## src/sv/sem_pkg.sv

```systemverilog
// Shared types, constants and square-root step for the Sobel edge magnitude block.
package sem_pkg;

  // Field and register widths
  localparam int PIXEL_W    = 8;
  localparam int WIDTH_CFG_W = 12;
  localparam int HEIGHT_W   = 16;
  localparam int ROW_W      = HEIGHT_W + 1;
  localparam int CFG_DATA_W = 16;
  localparam int CFG_IDX_W  = 1;
  localparam int GRAD_W     = 11;
  localparam int SUMSQ_W    = 21;

  // Register indexes on the configuration port
  localparam logic [CFG_IDX_W-1:0] REG_WIDTH  = 1'b0;
  localparam logic [CFG_IDX_W-1:0] REG_HEIGHT = 1'b1;

  // Operation codes of an input request
  localparam logic OP_PIXEL = 1'b0;
  localparam logic OP_FLUSH = 1'b1;

  // Queue between front and back
  localparam int QUEUE_DEPTH = 4;
  localparam int QUEUE_AW    = $clog2(QUEUE_DEPTH);
  localparam int QUEUE_CW    = $clog2(QUEUE_DEPTH + 1);

  // One request for the back: masked 3x3 neighbourhood, row-major
  typedef struct packed {
    logic [2:0][2:0][PIXEL_W-1:0] taps;
    logic                         last;
  } tap_req_t;

  // Partial state of the digit-by-digit square root
  typedef struct packed {
    logic [9:0] rem;
    logic [7:0] root;
  } sq_state_t;

  // One restoring square-root step: bring down two bits, try to subtract
  function automatic sq_state_t sqrt_step(input sq_state_t s, input logic [1:0] pair);
    logic [11:0] acc;
    logic [11:0] trial;
    sq_state_t   res;
    acc   = {s.rem, pair};
    trial = {2'b00, s.root, 2'b01};
    if (acc >= trial) begin
      res.rem  = 10'(acc - trial);
      res.root = {s.root[6:0], 1'b1};
    end else begin
      res.rem  = 10'(acc);
      res.root = {s.root[6:0], 1'b0};
    end
    return res;
  endfunction

endpackage

```

## src/sv/sem_back.sv

```systemverilog
// Back end: Sobel sums, squared magnitude, square root and output register.
module sem_back (
  input  logic                         clk,
  input  logic                         rst,
  input  logic                         q_empty,
  input  sem_pkg::tap_req_t            head,
  output logic                         pop,
  output logic                         out_valid,
  input  logic                         out_stall,
  output logic [sem_pkg::PIXEL_W-1:0]  edge_magnitude,
  output logic                         last_pixel
);

  localparam int GW = sem_pkg::GRAD_W;

  logic                              advance;

  logic signed [GW-1:0]              gx;
  logic signed [GW-1:0]              gy;
  logic signed [GW-1:0]              e [3][3];

  logic                              s1_valid;
  logic                              s1_last;
  logic signed [GW-1:0]              s1_gx;
  logic signed [GW-1:0]              s1_gy;

  logic signed [2*GW-1:0]            gx2;
  logic signed [2*GW-1:0]            gy2;
  logic [2*GW-1:0]                   sum_sq;

  logic                              s2_valid;
  logic                              s2_last;
  logic [sem_pkg::SUMSQ_W-1:0]       s2_sq;

  sem_pkg::sq_state_t                hi_state;
  logic                              s3_valid;
  logic                              s3_last;
  logic                              s3_sat;
  logic [7:0]                        s3_low;
  sem_pkg::sq_state_t                s3_state;

  sem_pkg::sq_state_t                lo_state;

  // Move the whole back pipeline unless the result register is held
  assign advance = !(out_valid && out_stall);
  assign pop     = advance && !q_empty;

  // Gradient sums over the masked neighbourhood
  always_comb begin
    for (int i = 0; i < 3; i++) begin
      for (int j = 0; j < 3; j++) begin
        e[i][j] = $signed({3'b000, head.taps[i][j]});
      end
    end
    gx = (e[0][2] - e[0][0]) + ((e[1][2] - e[1][0]) <<< 1) + (e[2][2] - e[2][0]);
    gy = (e[2][0] - e[0][0]) + ((e[2][1] - e[0][1]) <<< 1) + (e[2][2] - e[0][2]);
  end

  // Sum of squares
  always_comb begin
    gx2    = s1_gx * s1_gx;
    gy2    = s1_gy * s1_gy;
    sum_sq = unsigned'(gx2) + unsigned'(gy2);
  end

  // First four root digits from the upper byte
  always_comb begin
    hi_state = '0;
    for (int k = 0; k < 4; k++) begin
      hi_state = sem_pkg::sqrt_step(hi_state, s2_sq[15-2*k -: 2]);
    end
  end

  // Last four root digits from the lower byte
  always_comb begin
    lo_state = s3_state;
    for (int k = 0; k < 4; k++) begin
      lo_state = sem_pkg::sqrt_step(lo_state, s3_low[7-2*k -: 2]);
    end
  end

  // Stage valids
  always_ff @(posedge clk) begin
    if (rst) begin
      s1_valid  <= 1'b0;
      s2_valid  <= 1'b0;
      s3_valid  <= 1'b0;
      out_valid <= 1'b0;
    end else if (advance) begin
      s1_valid  <= pop;
      s2_valid  <= s1_valid;
      s3_valid  <= s2_valid;
      out_valid <= s3_valid;
    end
  end

  // Stage payloads
  always_ff @(posedge clk) begin
    if (advance) begin
      s1_gx          <= gx;
      s1_gy          <= gy;
      s1_last        <= head.last;
      s2_sq          <= sem_pkg::SUMSQ_W'(sum_sq);
      s2_last        <= s1_last;
      s3_state       <= hi_state;
      s3_low         <= s2_sq[7:0];
      s3_sat         <= (s2_sq[sem_pkg::SUMSQ_W-1:16] != '0);
      s3_last        <= s2_last;
      edge_magnitude <= s3_sat ? 8'hFF : lo_state.root;
      last_pixel     <= s3_last;
    end
  end

endmodule

```

## config.mk

```make
export PLATFORM = sky130hd
export DESIGN_NAME = sem_back
export DESIGN_NICKNAME = d
export VERILOG_FILES = /design/src/sv/sem_pkg.sv /design/src/sv/sem_back.sv
export SDC_FILE = /design/constraint.sdc
export NUM_CORES = 1
export LEC_CHECK = 0
export BUFFER_PORTS_ARGS = -buffer_cell sky130_fd_sc_hd__buf_4
export CAP_MARGIN = 10
export CORE_ASPECT_RATIO = 0.75
export CORE_MARGIN = 2
export CORE_UTILIZATION = 55
export CTS_CLUSTER_SIZE = 14
export DETAILED_ROUTE_END_ITERATION = 8
export GPL_TIMING_DRIVEN = 0
export PLACE_DENSITY = 0.84
export SYNTH_ARGS = -nofsm -noshare
export SYNTH_HDL_FRONTEND = slang
export SYNTH_SLANG_ARGS = --single-unit
```

## constraint.sdc

```tcl
create_clock -name clk -period 21.4 [get_ports clk]
set_input_delay 2.14 -clock clk [delete_from_list [all_inputs] [get_ports clk]]
set_output_delay 2.14 -clock clk [all_outputs]
set_load 0.1 [all_outputs]
```

# --- Yosys cells after proc, flatten, opt, wreduce, memory -nomap -nowiden ---
# Index checks and enable logic that the tools add are counted.
totals:
  mem_count: 0
  ff_bits: 86
  output_inout_bits: 11
  ram_bits: 0
  latchBits: 0
  input_bits: 77
  mem_bits_ro: 0
  elab_cells: 57
classes:
  bitwise: 0
  shift: 0
  n_div: 0
  multipliers: 2
  add_sub_neg: 18
  magnitude_cmp: 8
  n_mux: 8
  n_eq_ne: 0
  n_reduce_logical: 5
op_table:
  columns: ["op", "n"]
  rows:
  - ["2-to-1 mux 18 bit", 7]
  - [">= comparator 12 x 10 -> 1 bit", 7]
  - ["subtractor 10 bit", 6]
  - ["subtractor 8 x 8 -> 9 bit", 6]
  - ["multiplier 11 x 11 -> 21 bit", 2]
  - ["adder 11 x 9 -> 11 bit", 2]
  - ["adder 9 x 10 -> 11 bit", 2]
  - ["adder 21 bit", 1]
  - ["nonzero test 5 bit", 1]
  - ["subtractor 2 x 1 -> 3 bit, second input constant", 1]
  - [">= comparator 2 x 1 -> 1 bit, second input constant", 1]
  - ["logical AND 1 bit", 2]
  - ["zero test 1 bit", 2]
  - ["2-to-1 mux 1 bit", 1]

# --- Longest topological paths before layout ---
depth:
  word_depth: 8
  depth_mapped: 40
  depth_no_buf: 36

# --- Worst setup path before layout ---
# OpenSTA, ideal clock, no wires.
synth_timing:
  path_kind: "reg2reg"
  start: "register s3_state[11] in the netlist's numbering"
  end: "register edge_magnitude[0] in the netlist's numbering, data pin"
  arrival_ps: 7174
  t_required_ps: 21132
  period_less_slack_ps: 7443
  n_path_buf: 5
  stages_incl_launch_ff: 38
  setup_ps: 268
  setup_slack_ps: 13957
  cell_sequence: "edfxtp_1 ha_1 or3_4 a211oi_4 nand2_4 o21ai_0 inv_1 ha_1 clkbuf_1 nand4_1 a2111oi_0 a31oi_1 nand4_2 or3_1 buf_6 inv_1 buf_2 nor2_1 (+2 left out) clkbuf_1 and4_1 and3_1 nor2b_1 or3b_1 o32ai_1 o211ai_2 buf_6 nor2_1 nor2_1 ha_1 a21oi_1 nor2b_1 o21ai_0 o21ai_0 a2111oi_4 o311a_1 o211ai_1"
synth_between:
  elab_chain_cells: 8
  elab_cells_between_ends: 11
  classes_between: "3 x add/sub; 4 x order compare; 4 x mux"
synth_lines:
  columns: ["element", "line_no", "source"]
  rows:
  - ["start: declaration", "sem_back.sv:40", "sem_pkg::sq_state_t s3_state;"]
  - ["start signal: assignment", "sem_back.sv:105", "s3_state <= hi_state;"]
  - ["subtractor 10 bit / >= comparator 12 x 10 -> 1 bit (equally long branches)", "sem_pkg.sv:47, sem_pkg.sv:46", null]
  - ["2-to-1 mux 18 bit (*)", "sem_pkg.sv:46", "if (acc >= trial) begin"]
  - ["subtractor 10 bit / >= comparator 12 x 10 -> 1 bit (equally long branches)", "sem_pkg.sv:47, sem_pkg.sv:46", null]
  - ["2-to-1 mux 18 bit (*)", "sem_pkg.sv:46", null]
  - ["subtractor 10 bit / >= comparator 12 x 10 -> 1 bit (equally long branches)", "sem_pkg.sv:47, sem_pkg.sv:46", null]
  - ["2-to-1 mux 18 bit (*)", "sem_pkg.sv:46", null]
  - [">= comparator 12 x 10 -> 1 bit (*)", "sem_pkg.sv:46", null]
  - ["2-to-1 mux 1 bit (*)", "sem_pkg.sv:46", null]
  - ["end signal: assignment", "sem_back.sv:109", "edge_magnitude <= s3_sat ? 8'hFF : lo_state.root;"]
  - ["end: declaration", "sem_back.sv:10", "output logic [sem_pkg::PIXEL_W-1:0] edge_magnitude,"]
# Every way passes the cells marked *; elsewhere a longest branch is shown, timed or not.
# A chain may end at the register's enable or synchronous reset.

# --- Worst setup path in the final report ---
layout_timing:
  start: "register s3_state[0] in the netlist's numbering"
  end: "register edge_magnitude[0] in the netlist's numbering, data pin"
# Same word-level chain as after synthesis.

==> qor.yml <==
synth:
  ys_seq_area_share_pct: 15.18
  ys.flop_type: "edfxtp_1"
  synth.cell_area_um2: 15960
  yosysMostFrequentCell: "inv_1"
  synth_common_cells: "403 x inv_1, 251 x fa_1, 192 x ha_1, 93 x nand2_1, 90 x xnor2_1"
  yosys_warnings: 0
  synth_area_leaders: "fa_1 31%, ha_1 15%, edfxtp_1 15%"
  syn_area_per_cell_um2: 9.639
  yosys.cell_types.count: 77
  syn_nets: 2176
  syn-instance-count: 1656
  yosys.area.top_type: "fa_1"
  synth-async-reset-ratio_pct: 0
  synth_edf_count: 78
  synth.top_cell.area_share_pct: 31.48
  ys_ff_latch: 82
route:
  dr.first_iter.drc_count: 742
  wl_um: 34600
  viasPerCell: 5.385
  vias: 11510
  wl_per_cell_um: 16.19
  drtPass1Iterations: 5
  ant_nets: 0
  post-route-drc-count: 0
sta:
  max_clock_freq_ghz: 0.1148
  fin_crit_ns: 8.713
  worstMarginPinSlew_ns: 0.7904
  hold_viol: 0
  setup_viol_count_final: 0
  fin_ws_ns: 12.69
  whs_ns: 0.4190
  slew_headroom_pct: 46.62
  rsz0062_at_grt: "false"
  fin_worst_skew_ns: 0.008054
  finalSetupTns_ns: 0
  finalMaxSlewViolations: 0
  fin_crit_sh_pct: 40.72
global_routing:
  grt_antenna_before_repair: 0
  overflow: 0
  grt_max_degree: 52
  grtUsageTotal_pct: 24.43
  grt_pass1_vias: 12210
  grt_first_pass_wirelength_um: 59170
setup_path:
  ff2ff_path_depth: 37
  crit_buf_inv: 8
  crit_arrival_ns: 8.81
  cpPeakStageDelay_ns: 0.50
  r2r-start: "s3_state[0]$_DFFE_PN_"
  startpoint_type: "flip-flop"
  worstPathRequired_ns: 21.49
  path_max_fanout: 11
  end_kind: "flip-flop"
  critical_path.top_delay_family: "compound AO/OA/AOI/OAI gates"
  crit_top_cell: "ha_1"
  r2r_end: "edge_magnitude[0]$_SDFFCE_PP1N_"
  cpMaxStageDelayCell: "o31ai_2"
  crit_type: "reg -> reg"
  rrSetupSlack_ns: 12.69
place:
  placed_cells: 2121
  gp_congestion: 0.9543
  hpwlAfterDp_um: 29290
  portBuffers: 79
  pre_cts_ws_ns: 12.86
finish:
  layout-drive-gt1-share_pct: 7.477
  nFillCells: 2269
  area_growth_syn_to_layout_pct: 8.850
  layoutNonFillerInstCount: 2137
  diodes: 0
  nets: 2267
floorplan:
  io_pins: 88
  start_util_pct: 56.50
  rows: 53
  die_w_um: 200.7
  core_area_um2: 28250
  die_h_um: 151.5
  die_area_um2: 30410
clock_tree:
  cts.sinks: 82
  cts_resized: 0
  cts_setup_buffers: 0
  cts_root_buf: "clkbuf_16"
  clock_tree.buffer_depth: 2
  clkTransAtPathRegs_ns: 0.07
  htree_levels: 3
  worstSkewPairLatency_ns: 0.35
  numCtsBuffers: 9
  postCtsHoldBufs: 0
  cts_tree: "done"
worst_hold_path:
  min_to: "s3_low[1]$_DFFE_PN_"
  hold-path-cell-count: 0
  hold_path.startpoint: "s2_sq[1]$_DFFE_PN_"
  hp-class: "reg -> reg"
run_status:
  status: "finished, final reports clean"
flow_run:
  drv_cap: 0
-- stage by stage --
step,utilization [%],cell area [um2]
finish,61.50,17370
global route,61.50,17370
CTS,61.50,17370
detailed placement,60.43,17070
global placement,60.31,17040
floorplan,-,15960
-- logic make-up (layout without fill, tap and decap cells) --
family | Yosys count | count (layout) | synth area share, %
buf+inv | 439 | 535 | 10.51
mux | 10 | 10 | 0.7603
fa+ha+maj | 443 | 443 | 46.53
compound gates | 229 | 229 | 9.650
simple gates | 326 | 326 | 10.40
flops | 82 | 82 | 15.18
xor+xnor | 127 | 127 | 6.969
-- worst max path at each step --
stage | endpoint | cells after the start | from | slack [ns]
4_1_cts | edge_magnitude[0]$_SDFFCE_PP1N_ | 35 | s3_state[11]$_DFFE_PN_ | 12.82
3_3_place_gp | edge_magnitude[0]$_SDFFCE_PP1N_ | 36 | s3_state[11]$_DFFE_PN_ | 12.99
5_1_grt | edge_magnitude[0]$_SDFFCE_PP1N_ | 37 | s3_state[0]$_DFFE_PN_ | 12.03
2_1_floorplan | edge_magnitude[0]$_SDFFCE_PP1N_ | 37 | s3_state[11]$_DFFE_PN_ | 13.96
3_5_place_dp | edge_magnitude[0]$_SDFFCE_PP1N_ | 35 | s3_state[11]$_DFFE_PN_ | 12.86
6_report | edge_magnitude[0]$_SDFFCE_PP1N_ | 37 | s3_state[0]$_DFFE_PN_ | 12.69
-- worst register-to-register path: cells and delay by family, from the launching register on --
kind | cells | cell delay, ns
simple gates | 11 | 2.48
xor+xnor | 1 | 0.20
flops | 1 | 0.42
buf+inv | 8 | 1.30
compound gates | 13 | 2.93
fa+ha+maj | 4 | 1.14
-- placed cells by master (no fill, tap or decap), types with 6 or more instances in the layout --
master     Yosys  layout
or3_1          7       7
nor2b_1       26      26
clkbuf_1      26      26
clkbuf_16      0       9
xnor2_1       90      90
and2_1        50      50
a21oi_1       85      85
fa_1         251     251
inv_1        403     403
or2_2          7       7
xor2_1        37      37
a21o_1        30      30
ha_1         192     192
nand4_1        6       6
nor2_1        62      62
nand2_1       93      92
edfxtp_1      78      78
o21ai_0       32      32
nand2b_1      23      23
nand3_1       14      14
o21bai_1      21      21
o211ai_1       6       6
o21a_1         7       7
buf_4          0      79
nor3_1        16      16
-- layer usage --
layer | GRT usage [%] | wire length (um) | part of all wire, %
met4 | 7.259 | 736 | 2.1
met1 | 32.04 | 15110 | 44
met5 | 0 | 0 | 0
met2 | 42.19 | 16350 | 47
met3 | 4.149 | 2403 | 6.9
-- flip-flops by register name (all words and copies together), names as in the netlist --
register and flops:
s1_gx 11, out_valid 1, s1_valid 1, s1_gy 11
s2_valid 1, s2_last 1, s3_valid 1, s3_state 14
s3_low 8, edge_magnitude 8, s3_sat 1, s3_last 1
s1_last 1, last_pixel 1, s2_sq 21
-- final cells by class --
| class | instances | area [um2] | share of cell area [%] |
|---|---|---|---|
| timing repair buffer | 80 | 620.6 | 3.572 |
| multi-input combinational | 1135 | 11870 | 68.31 |
| buffer | 33 | 151.4 | 0.8714 |
| tap | 385 | 481.7 | 2.773 |
| clock buffer | 10 | 239.0 | 1.375 |
| inverter | 406 | 1526 | 8.786 |
| clock inverter | 6 | 63.81 | 0.3673 |
| sequential | 82 | 2422 | 13.94 |
Power is not shown: default switching activity piles up to over one toggle a cycle in this logic, so the estimate is an artifact.
