--- config.mk ---
export PLATFORM = sky130hd
export DESIGN_NAME = sem_queue
export DESIGN_NICKNAME = d
export VERILOG_FILES = /design/src/sv/sem_pkg.sv /design/src/sv/sem_queue.sv
export SDC_FILE = /design/constraint.sdc
export NUM_CORES = 1
export LEC_CHECK = 0
export BUFFER_PORTS_ARGS = -buffer_cell sky130_fd_sc_hd__clkbuf_2
export CAP_MARGIN = 5
export CORE_MARGIN = 4
export CORE_UTILIZATION = 42
export DETAILED_ROUTE_END_ITERATION = 8
export GPL_ROUTABILITY_DRIVEN = 1
export PLACE_DENSITY = 0.63
export SYNTH_ARGS = -nofsm -noshare
export SYNTH_HDL_FRONTEND = slang
export SYNTH_SLANG_ARGS = --single-unit
--- constraint.sdc ---
create_clock -name clk -period 3.3 [get_ports clk]
set_input_delay 0.33 -clock clk [delete_from_list [all_inputs] [get_ports clk]]
set_output_delay 0.33 -clock clk [all_outputs]
set_load 0.01 [all_outputs]
--- src/sv/sem_pkg.sv ---
// Shared types, constants and square-root step for the Sobel edge magnitude block.
package sem_pkg;

  // Field and register widths
  localparam int PIXEL_W    = 8;
  localparam int WIDTH_CFG_W = 12;
  localparam int HEIGHT_W   = 16;
  localparam int ROW_W      = HEIGHT_W + 1;
  localparam int CFG_DATA_W = 16;
  localparam int CFG_IDX_W  = 1;
  localparam int GRAD_W     = 11;
  localparam int SUMSQ_W    = 21;

  // Register indexes on the configuration port
  localparam logic [CFG_IDX_W-1:0] REG_WIDTH  = 1'b0;
  localparam logic [CFG_IDX_W-1:0] REG_HEIGHT = 1'b1;

  // Operation codes of an input request
  localparam logic OP_PIXEL = 1'b0;
  localparam logic OP_FLUSH = 1'b1;

  // Queue between front and back
  localparam int QUEUE_DEPTH = 4;
  localparam int QUEUE_AW    = $clog2(QUEUE_DEPTH);
  localparam int QUEUE_CW    = $clog2(QUEUE_DEPTH + 1);

  // One request for the back: masked 3x3 neighbourhood, row-major
  typedef struct packed {
    logic [2:0][2:0][PIXEL_W-1:0] taps;
    logic                         last;
  } tap_req_t;

  // Partial state of the digit-by-digit square root
  typedef struct packed {
    logic [9:0] rem;
    logic [7:0] root;
  } sq_state_t;

  // One restoring square-root step: bring down two bits, try to subtract
  function automatic sq_state_t sqrt_step(input sq_state_t s, input logic [1:0] pair);
    logic [11:0] acc;
    logic [11:0] trial;
    sq_state_t   res;
    acc   = {s.rem, pair};
    trial = {2'b00, s.root, 2'b01};
    if (acc >= trial) begin
      res.rem  = 10'(acc - trial);
      res.root = {s.root[6:0], 1'b1};
    end else begin
      res.rem  = 10'(acc);
      res.root = {s.root[6:0], 1'b0};
    end
    return res;
  endfunction

endpackage

--- src/sv/sem_queue.sv ---
// Short queue of neighbourhood requests between front and back.
module sem_queue (
  input  logic                          clk,
  input  logic                          rst,
  input  logic                          push,
  input  sem_pkg::tap_req_t             push_data,
  input  logic                          pop,
  output sem_pkg::tap_req_t             head,
  output logic                          empty,
  output logic [sem_pkg::QUEUE_CW-1:0]  count
);

  sem_pkg::tap_req_t                entries [sem_pkg::QUEUE_DEPTH];
  logic [sem_pkg::QUEUE_AW-1:0]     wr_ptr;
  logic [sem_pkg::QUEUE_AW-1:0]     rd_ptr;

  // Store entries; the front never pushes into a full queue
  always_ff @(posedge clk) begin
    if (push) begin
      entries[wr_ptr] <= push_data;
    end
  end

  // Advance pointers and occupancy
  always_ff @(posedge clk) begin
    if (rst) begin
      wr_ptr <= '0;
      rd_ptr <= '0;
      count  <= '0;
    end else begin
      if (push) begin
        wr_ptr <= wr_ptr + sem_pkg::QUEUE_AW'(1);
      end
      if (pop) begin
        rd_ptr <= rd_ptr + sem_pkg::QUEUE_AW'(1);
      end
      count <= count + sem_pkg::QUEUE_CW'(push) - sem_pkg::QUEUE_CW'(pop);
    end
  end

  assign head  = entries[rd_ptr];
  assign empty = (count == '0);

endmodule

* Yosys cells after proc, flatten, opt, wreduce, memory -nomap -nowiden *
Memory sizes are Yosys's and may differ from the RTL's. A register that Yosys moved wholly into a read port is not among the register bits.
Cells that the tools add are included.

cells by class
  $add $sub $neg = 4
  muxes and demuxes = 4
  reductions and logical operators = 1

operators by type and width
  kind                                                           count
  2-bit by 1-bit adder with 2-bit output, second input constant  2
  2-bit 2-to-1 mux                                               2
  3-bit by 1-bit adder with 3-bit output                         1
  3-bit zero test                                                1
  3-bit by 1-bit subtractor with 3-bit output                    1
  1-bit 2-to-1 mux                                               2

word-level totals
  register bits after elaboration = 7
  memory bits (writable) = 292
  input port bits = 77
  output and inout bits = 77
  word-level logic and storage cells = 13
  memories kept = 1

memories
  memory   words  bits a word  rd ports  clocked after memory_dff  write ports  RTL line         text
  entries  4      73           1         1                         1            sem_queue.sv:13  sem_pkg::tap_req_t entries [sem_pkg::QUEUE_DEPTH];

* Depth between registers and ports, before layout *
Gate-level depths: netlist of the first run.

  depth after elaboration = 3
  depth in mapped cells = 7
  mapped depth without buffers = 7

* Worst setup path before layout of the first run *
OpenSTA, ideal clock, no wires.

  path kind = register -> register
  start = register wr_ptr[0] in the netlist's numbering
  end = memory entries[0][0] in the netlist's numbering, enable pin
  data arrival time = 2.249 ns
  path slack = 0.612 ns
  stages on the path, launching flop included = 4
  buffers on the path = 0
  period minus slack after synthesis = 2.688 ns
  path through = dfxtp_1 -> inv_1 -> ha_1 -> and2_1

RTL lines
  what                    RTL line         text
  from (decl)             sem_queue.sv:14  logic [sem_pkg::QUEUE_AW-1:0] wr_ptr;
  from (signal assigned)  sem_queue.sv:32  wr_ptr <= wr_ptr + sem_pkg::QUEUE_AW'(1);
  to (decl)               sem_queue.sv:13

No word-level cell before the write port.

==> results.toml, run 1 <==
[timing]
drv_slew = 0
hold_violations = 0
finalCritPeriodShare_pct = 83.0
slew_headroom_pct = 51.6
fin_skew_ns = 0.00842
finalSetupTns_ns = 0
worst_slew_pin_slew_ns = 0.726
finalCriticalPeriod_ns = 2.74
rsz0062_at_grt = "false"
setup_violations = 0
fmax_ghz = 0.365

[synthesis]
syn_avg_cell_area_um2 = 26.2
postSynth.asyncResetShare_pct = 0
netlist_area_um2 = 11000
synth_warnings = 0
seq_area_frac_synth_pct = 81.1
syn_inst = 422
ys.flop_type = "edfxtp_1"
ys_types = 21
synth.area.top_cells = "edfxtp_1, mux4_2, dfxtp_1"
syn_nets = 506
synth_top_family_by_area = "multiplexers"
muxShareOfSynthArea_pct = 15.0
post-synth-top-area-cell = "edfxtp_1"
ys_top_cells_by_count = "edfxtp_1, mux4_2, dfxtp_1, buf_12, buf_2"
yosysMostFrequentCell = "edfxtp_1"
synth_fa_ha_area_share_pct = 0.861
synth_edf_count = 292
post_synth_and_or_nand_nor_area_fraction_pct = 0.623
synth-compound-area-share_pct = 0.136
synth-xor-area-share_pct = 0.374
synth_seq_cells = 301
synth_top_area_share_pct = 79.4

[critical_path]
cp-end-kind = "output pin"
slowest_delay_ns = 0.82
slowest_stage = "dfxtp_4"
required_ns = 2.97
cp.buffers_inverters = 2
path_class = "register to output pin"
start_kind = "register"
crit_family = "flip-flops"
arrival_ns = 2.41
cp_max_fo = 35
path_cells = "buf_4, mux4_2, clkbuf_2"

[job]
maxCapViolCount = 0

[power_and_ir_drop]
p_leak_nw = 4.75
irDropWorstVdd_v = 0.000439
power_density_nw_per_um2 = 635

[die]
rows = 59
die_y_um = 170
ioPinCount = 154
initial_core_util_pct = 42.5
fp.dieW_um = 170
die-area_um2 = 28900
core-area_um2 = 26000

[clock_tree]
cts_setup_buffers = 0
root_buffer = "clkbuf_16"
cts_tree = "yes"
cts_buffer_depth = 3
clk_pin_slew_ns = 0.06
cts_sinks = 301
clk_latency_ns = 0.53
htreeDepth = 1
cts_buffers = 30

[layout]
final_cells = 1019
antenna_cells = 0
syn2layout_area_growth_pct = 25.2
fin_nets = 744
fillers = 2058
finish.utilization_pct = 53.2
drive_gt1_share_pct = 42.3

[outcome]
status = "complete, no violations"

[placed_design]
gp_congestion = 0.699
post-dp-hpwl_um = 11900
dp.cells = 903
portBuffers = 153

[route]
dr.first_iter.drc_count = 280
totalWireLength_um = 20300
routedWlPerCell_um = 19.9
drc = 0
dr.pass1.iters = 4
ant_nets = 0
viasPerCell = 5.01
vias = 5108

[min_path]
hold_class = "input port to register"

[global_route]
grt_usage_pct = 14.0
grt_pass1_wl_um = 31600
grt_max_degree = 43
grt_pass1_vias = 5672
gr-total-overflow = 0
antenna_found_initial = 0
-- area by class of cell --
type / instances / area [µm²] / area share (%)
Timing Repair Buffer: 222 / 1510 / 10.9
Clock buffer: 35 / 791 / 5.72
Multi-Input combinational cell: 99 / 1890 / 13.7
Sequential cell: 301 / 8960 / 64.8
Inverter: 6 / 22.5 / 0.163
Tap cell: 335 / 419 / 3.03
Clock inverter: 21 / 234 / 1.69
-- metal layers --
| layer | part of all wire (%) | GRT usage [%] | up-vias |
|---|---|---|---|
| li1 | - | - | 2284 |
| met1 | 43 | 19.3 | 2662 |
| met2 | 49 | 22.9 | 129 |
| met3 | 6.3 | 3.41 | 33 |
| met4 | 1.8 | 3.30 | 0 |
| met5 | 0 | 0 | - |
-- cell usage in the layout, fill, tap and decap left out --
master / count
a21bo_2: 1
a21oi_1: 1
and2_4: 4
buf_12: 6
buf_4: 3
bufinv_16: 5
clkbuf_1: 4
clkbuf_16: 31
clkbuf_2: 153
clkinv_1: 4
clkinv_2: 9
clkinvlp_4: 2
dfxtp_1: 7
dfxtp_4: 2
dlygate4sd3_1: 60
edfxtp_1: 292
fa_1: 1
ha_1: 6
inv_1: 6
inv_6: 1
mux2i_1: 1
mux4_1: 1
mux4_2: 72
nand3b_1: 1
nor2_1: 5
nor2b_1: 2
nor3_1: 1
xnor2_1: 2
xor3_1: 1
-- state kept, by name (all words and copies together) (netlist names), named ones only --
| register | cells |
|---|---|
| entries | 292 |
| count | 3 |
| wr_ptr | 2 |
| rd_ptr | 2 |
-- final timing paths --
| path | start | endpoint | cells past startpoint | slack, ns |
|---|---|---|---|---|
| setup / recovery | register | head[65] | 3 | 0.56 |
| hold / removal | push_data[62] | entries[2][62]$_DFFE_PP_ | 1 | 0.03 |
| setup reg to reg | wr_ptr[0]$_SDFFE_PP0P_ | entries[2][71]$_DFFE_PP_ | 4 | 1.45 |
| hold reg to reg | rd_ptr[1]$_SDFFE_PP0P_ | register | 2 | 0.53 |
-- metrics by stage --
stage | worst slack [ns] | total power [mW] | cell area [µm²] | hold WS, ns
floorplan | 0.612 | 5.04 | 11000 | 0.402
global placement | 1.03 | 5.34 | 12200 | 0.509
detailed placement | 1.01 | 5.37 | 12200 | 0.530
CTS | 0.431 | 8.91 | 13800 | 0.000230
global route | 0.316 | 9.15 | 13800 | 0.00309
finish | 0.560 | 8.78 | 13800 | 0.0322
-- cell families after synthesis --
| kind of cell | count (synthesis) |
|---|---|
| AOI/OAI and AO/OA | 2 |
| xor gates and xnor gates | 3 |
| adders and majority gates | 7 |
| buffers and inverters | 22 |
| DFF | 301 |
| muxes | 74 |
| and+or+nand+nor | 13 |
-- where the power goes --
group / internal (mW) / switching, mW / total [mW]
logic: 0.431 / 0.412 / 0.843
clock network: 2.10 / 1.36 / 3.46
registers: 4.39 / 0.0831 / 4.47
total: 6.92 / 1.86 / 8.78
-- what timing repair did --
item,4_1_cts,5_1_grt
hold buffers,60,0
resized for setup,0,0
endpoints found under the hold margin,236,0
Note: power is estimated with default switching activity, not from simulation.
==> inputs of run 2 (changes only) <==
Settings changed: ABC_AREA from default to 1.
Clock period 3.3 ns to 2.55 ns, I/O delays scaled along.
==> results.toml, run 2 <==
[outcome]
status = "complete, no violations"

[synthesis]
yosysMostFrequentCell = "edfxtp_1"
syn_nets = 990
synth_warnings = 0
synth_edf_count = 292
synth_seq_cells = 301
post-synth-top-area-cell = "edfxtp_1"
seq_area_frac_synth_pct = 75.5
ys_types = 16
ys.flop_type = "edfxtp_1"
synth_top_area_share_pct = 74.0
ys_top_cells_by_count = "edfxtp_1, inv_1, nand2_1, a21oi_1, o211ai_1"
postSynth.asyncResetShare_pct = 0
netlist_area_um2 = 11900
syn_avg_cell_area_um2 = 13.1
synth.area.top_cells = "edfxtp_1, inv_1, nand2_1"
syn_inst = 906

[route]
vias = 7306
drt-met1-wl_um = 10300
wl_met2_um = 10800
met3WireLength_um = 1410
routedWlPerCell_um = 15.0
ant_nets = 0
totalWireLength_um = 23000
dr.first_iter.drc_count = 377
dr.pass1.iters = 5
viasPerCell = 4.76
drc = 0
maxUsedRoutingLayer = "met4"

[die]
core-area_um2 = 27800
initial_core_util_pct = 42.7
fp.dieW_um = 176
ioPinCount = 154
die_y_um = 176
die-area_um2 = 31000
rows = 61

[placed_design]
post-dp-hpwl_um = 13300
portBuffers = 153
dpl_cell_area_um2 = 13000
gp_congestion = 0.700
dp.cells = 1403
place_ws_ns = 0.934

[critical_path]
cp_max_fo = 56
required_ns = 2.30
path_class = "register to output pin"
arrival_ns = 1.88
start_kind = "register"
cp-end-kind = "output pin"

[global_route]
antenna_found_initial = 2
gr-total-overflow = 0
grt_usage_pct = 14.7
grt_max_degree = 90
grt_pass1_wl_um = 37100
grt_pass1_vias = 7241

[timing]
setup_ws_ns = 0.412
fmax_ghz = 0.468
worst_slew_pin_slew_ns = 0.603
finalCriticalPeriod_ns = 2.14
slew_headroom_pct = 59.8
finalCritPeriodShare_pct = 83.8
finalSetupTns_ns = 0
drv_slew = 0
rsz0062_at_grt = "false"
fin_skew_ns = 0.00671
hold_violations = 0
setup_violations = 0
hold-worst-slack_ns = 0.116

[power_and_ir_drop]
power_switching_share_pct = 22.9
switchingPower_mw = 2.52
pwr-share-comb_pct = 10.2
intPower_mw = 8.49
power_density_nw_per_um2 = 749
p_leak_nw = 5.78
irDropWorstVdd_v = 0.000539
clkPwrFrac_pct = 37.9
share_seq_of_total_power_pct = 51.9

[layout]
fin_nets = 1217
final_area_um2 = 14700
largest_reg_flops = 292
syn2layout_area_growth_pct = 24.0
biggestRegsByFlops = "entries: 292 flops, count: 3 flops"
drive_gt1_share_pct = 18.4
final_cells = 1535
layout_commonest_cell = "edfxtp_1"
final_cell_mix = "edfxtp_1, inv_1, nand2_1"
largest_register = "entries"

[clock_tree]
cts_buffers = 31
cts_tree = "yes"
root_buffer = "clkbuf_16"
clk_latency_ns = 0.54
htreeDepth = 1
cts_resized = 0
cts_sinks = 301
clk_pin_slew_ns = 0.06
cts_buffer_depth = 3

[job]
maxCapViolCount = 0

[min_path]
hold_class = "input port to register"
run 2: cell count changes after synthesis, moves of 4 or more:
cell / change
o21ai_0: +46
buf_2: +25
buf_12: -7
and2_1: -4
nand2_1: +154
buf_4: +15
o211ai_1: +73
inv_1: +156
mux4_2: -72
a21oi_1: +78
o21ai_1: +31
run 2: critical path: stages, from the launching register on:
cell      delay (ns)
dfxtp_4         0.40
buf_4           0.46
a21oi_1         0.13
o21ai_0         0.09
nand2_1         0.10
clkbuf_2        0.14
run 2: per-stage QoR:
step	power (mW)	utilization [%]
2_1_floorplan	6.43	-
3_3_place_gp	6.85	46.8
3_5_place_dp	6.87	46.8
4_1_cts	11.1	52.9
5_1_grt	11.5	52.9
6_report	11.0	52.9
run 2: worst paths after layout:
kind | slack (ns) | from | end | depth (start not counted)
max | 0.41 | register | head[69] | 5
min | 0.12 | push | wr_ptr[0]$_SDFFE_PP0P_ | 3
max reg2reg | 0.94 | wr_ptr[0]$_SDFFE_PP0P_ | entries[0][18]$_DFFE_PP_ | 5
min reg2reg | 0.47 | rd_ptr[1]$_SDFFE_PP0P_ | register | 2
run 2: logic make-up (layout without fill, tap and decap cells):
family | Yosys count | after routing | share of synthesized area (%)
DFF | 301 | 301 | 75.5
and+or+nand+nor | 159 | 159 | 5.05
adders and majority gates | 7 | 7 | 0.802
AOI/OAI and AO/OA | 229 | 229 | 11.2
buffers and inverters | 210 | 459 | 7.46
other | 0 | 2 | 0
run 2: what timing repair did:
item | CTS | global route
setup buffers | 0 | 0
hold buffers | 75 | 0
hold endpoints to repair | 296 | 0
run 2: routing by layer:
layer | vias up | GRT usage [%]
li1 | 3608 | -
met5 | - | 0
met1 | 3503 | 19.7
met4 | 0 | 3.12
met2 | 161 | 24.6
met3 | 34 | 3.60
run 2: area by class of cell:
| class | instances | area [µm²] |
|---|---|---|
| diodes | 2 | 5.00 |
| clock buffers | 35 | 791 |
| fillers | 2363 | 13100 |
| inverters | 162 | 613 |
| multi-input cells | 395 | 2020 |
| well taps | 378 | 473 |
| clock inverters | 20 | 145 |
| repair buffers | 242 | 1700 |
| flip-flops and latches | 301 | 8960 |
run 2: power by group through the flow:
stage	Sequential [mW]	Clock (mW)	Combinational, mW
after global routing	5.73	4.46	1.27
after detailed placement	5.82	0	1.05
final	5.72	4.17	1.13
after global placement	5.81	0	1.03
after floorplan	5.82	0	0.605
after CTS	5.72	4.28	1.15
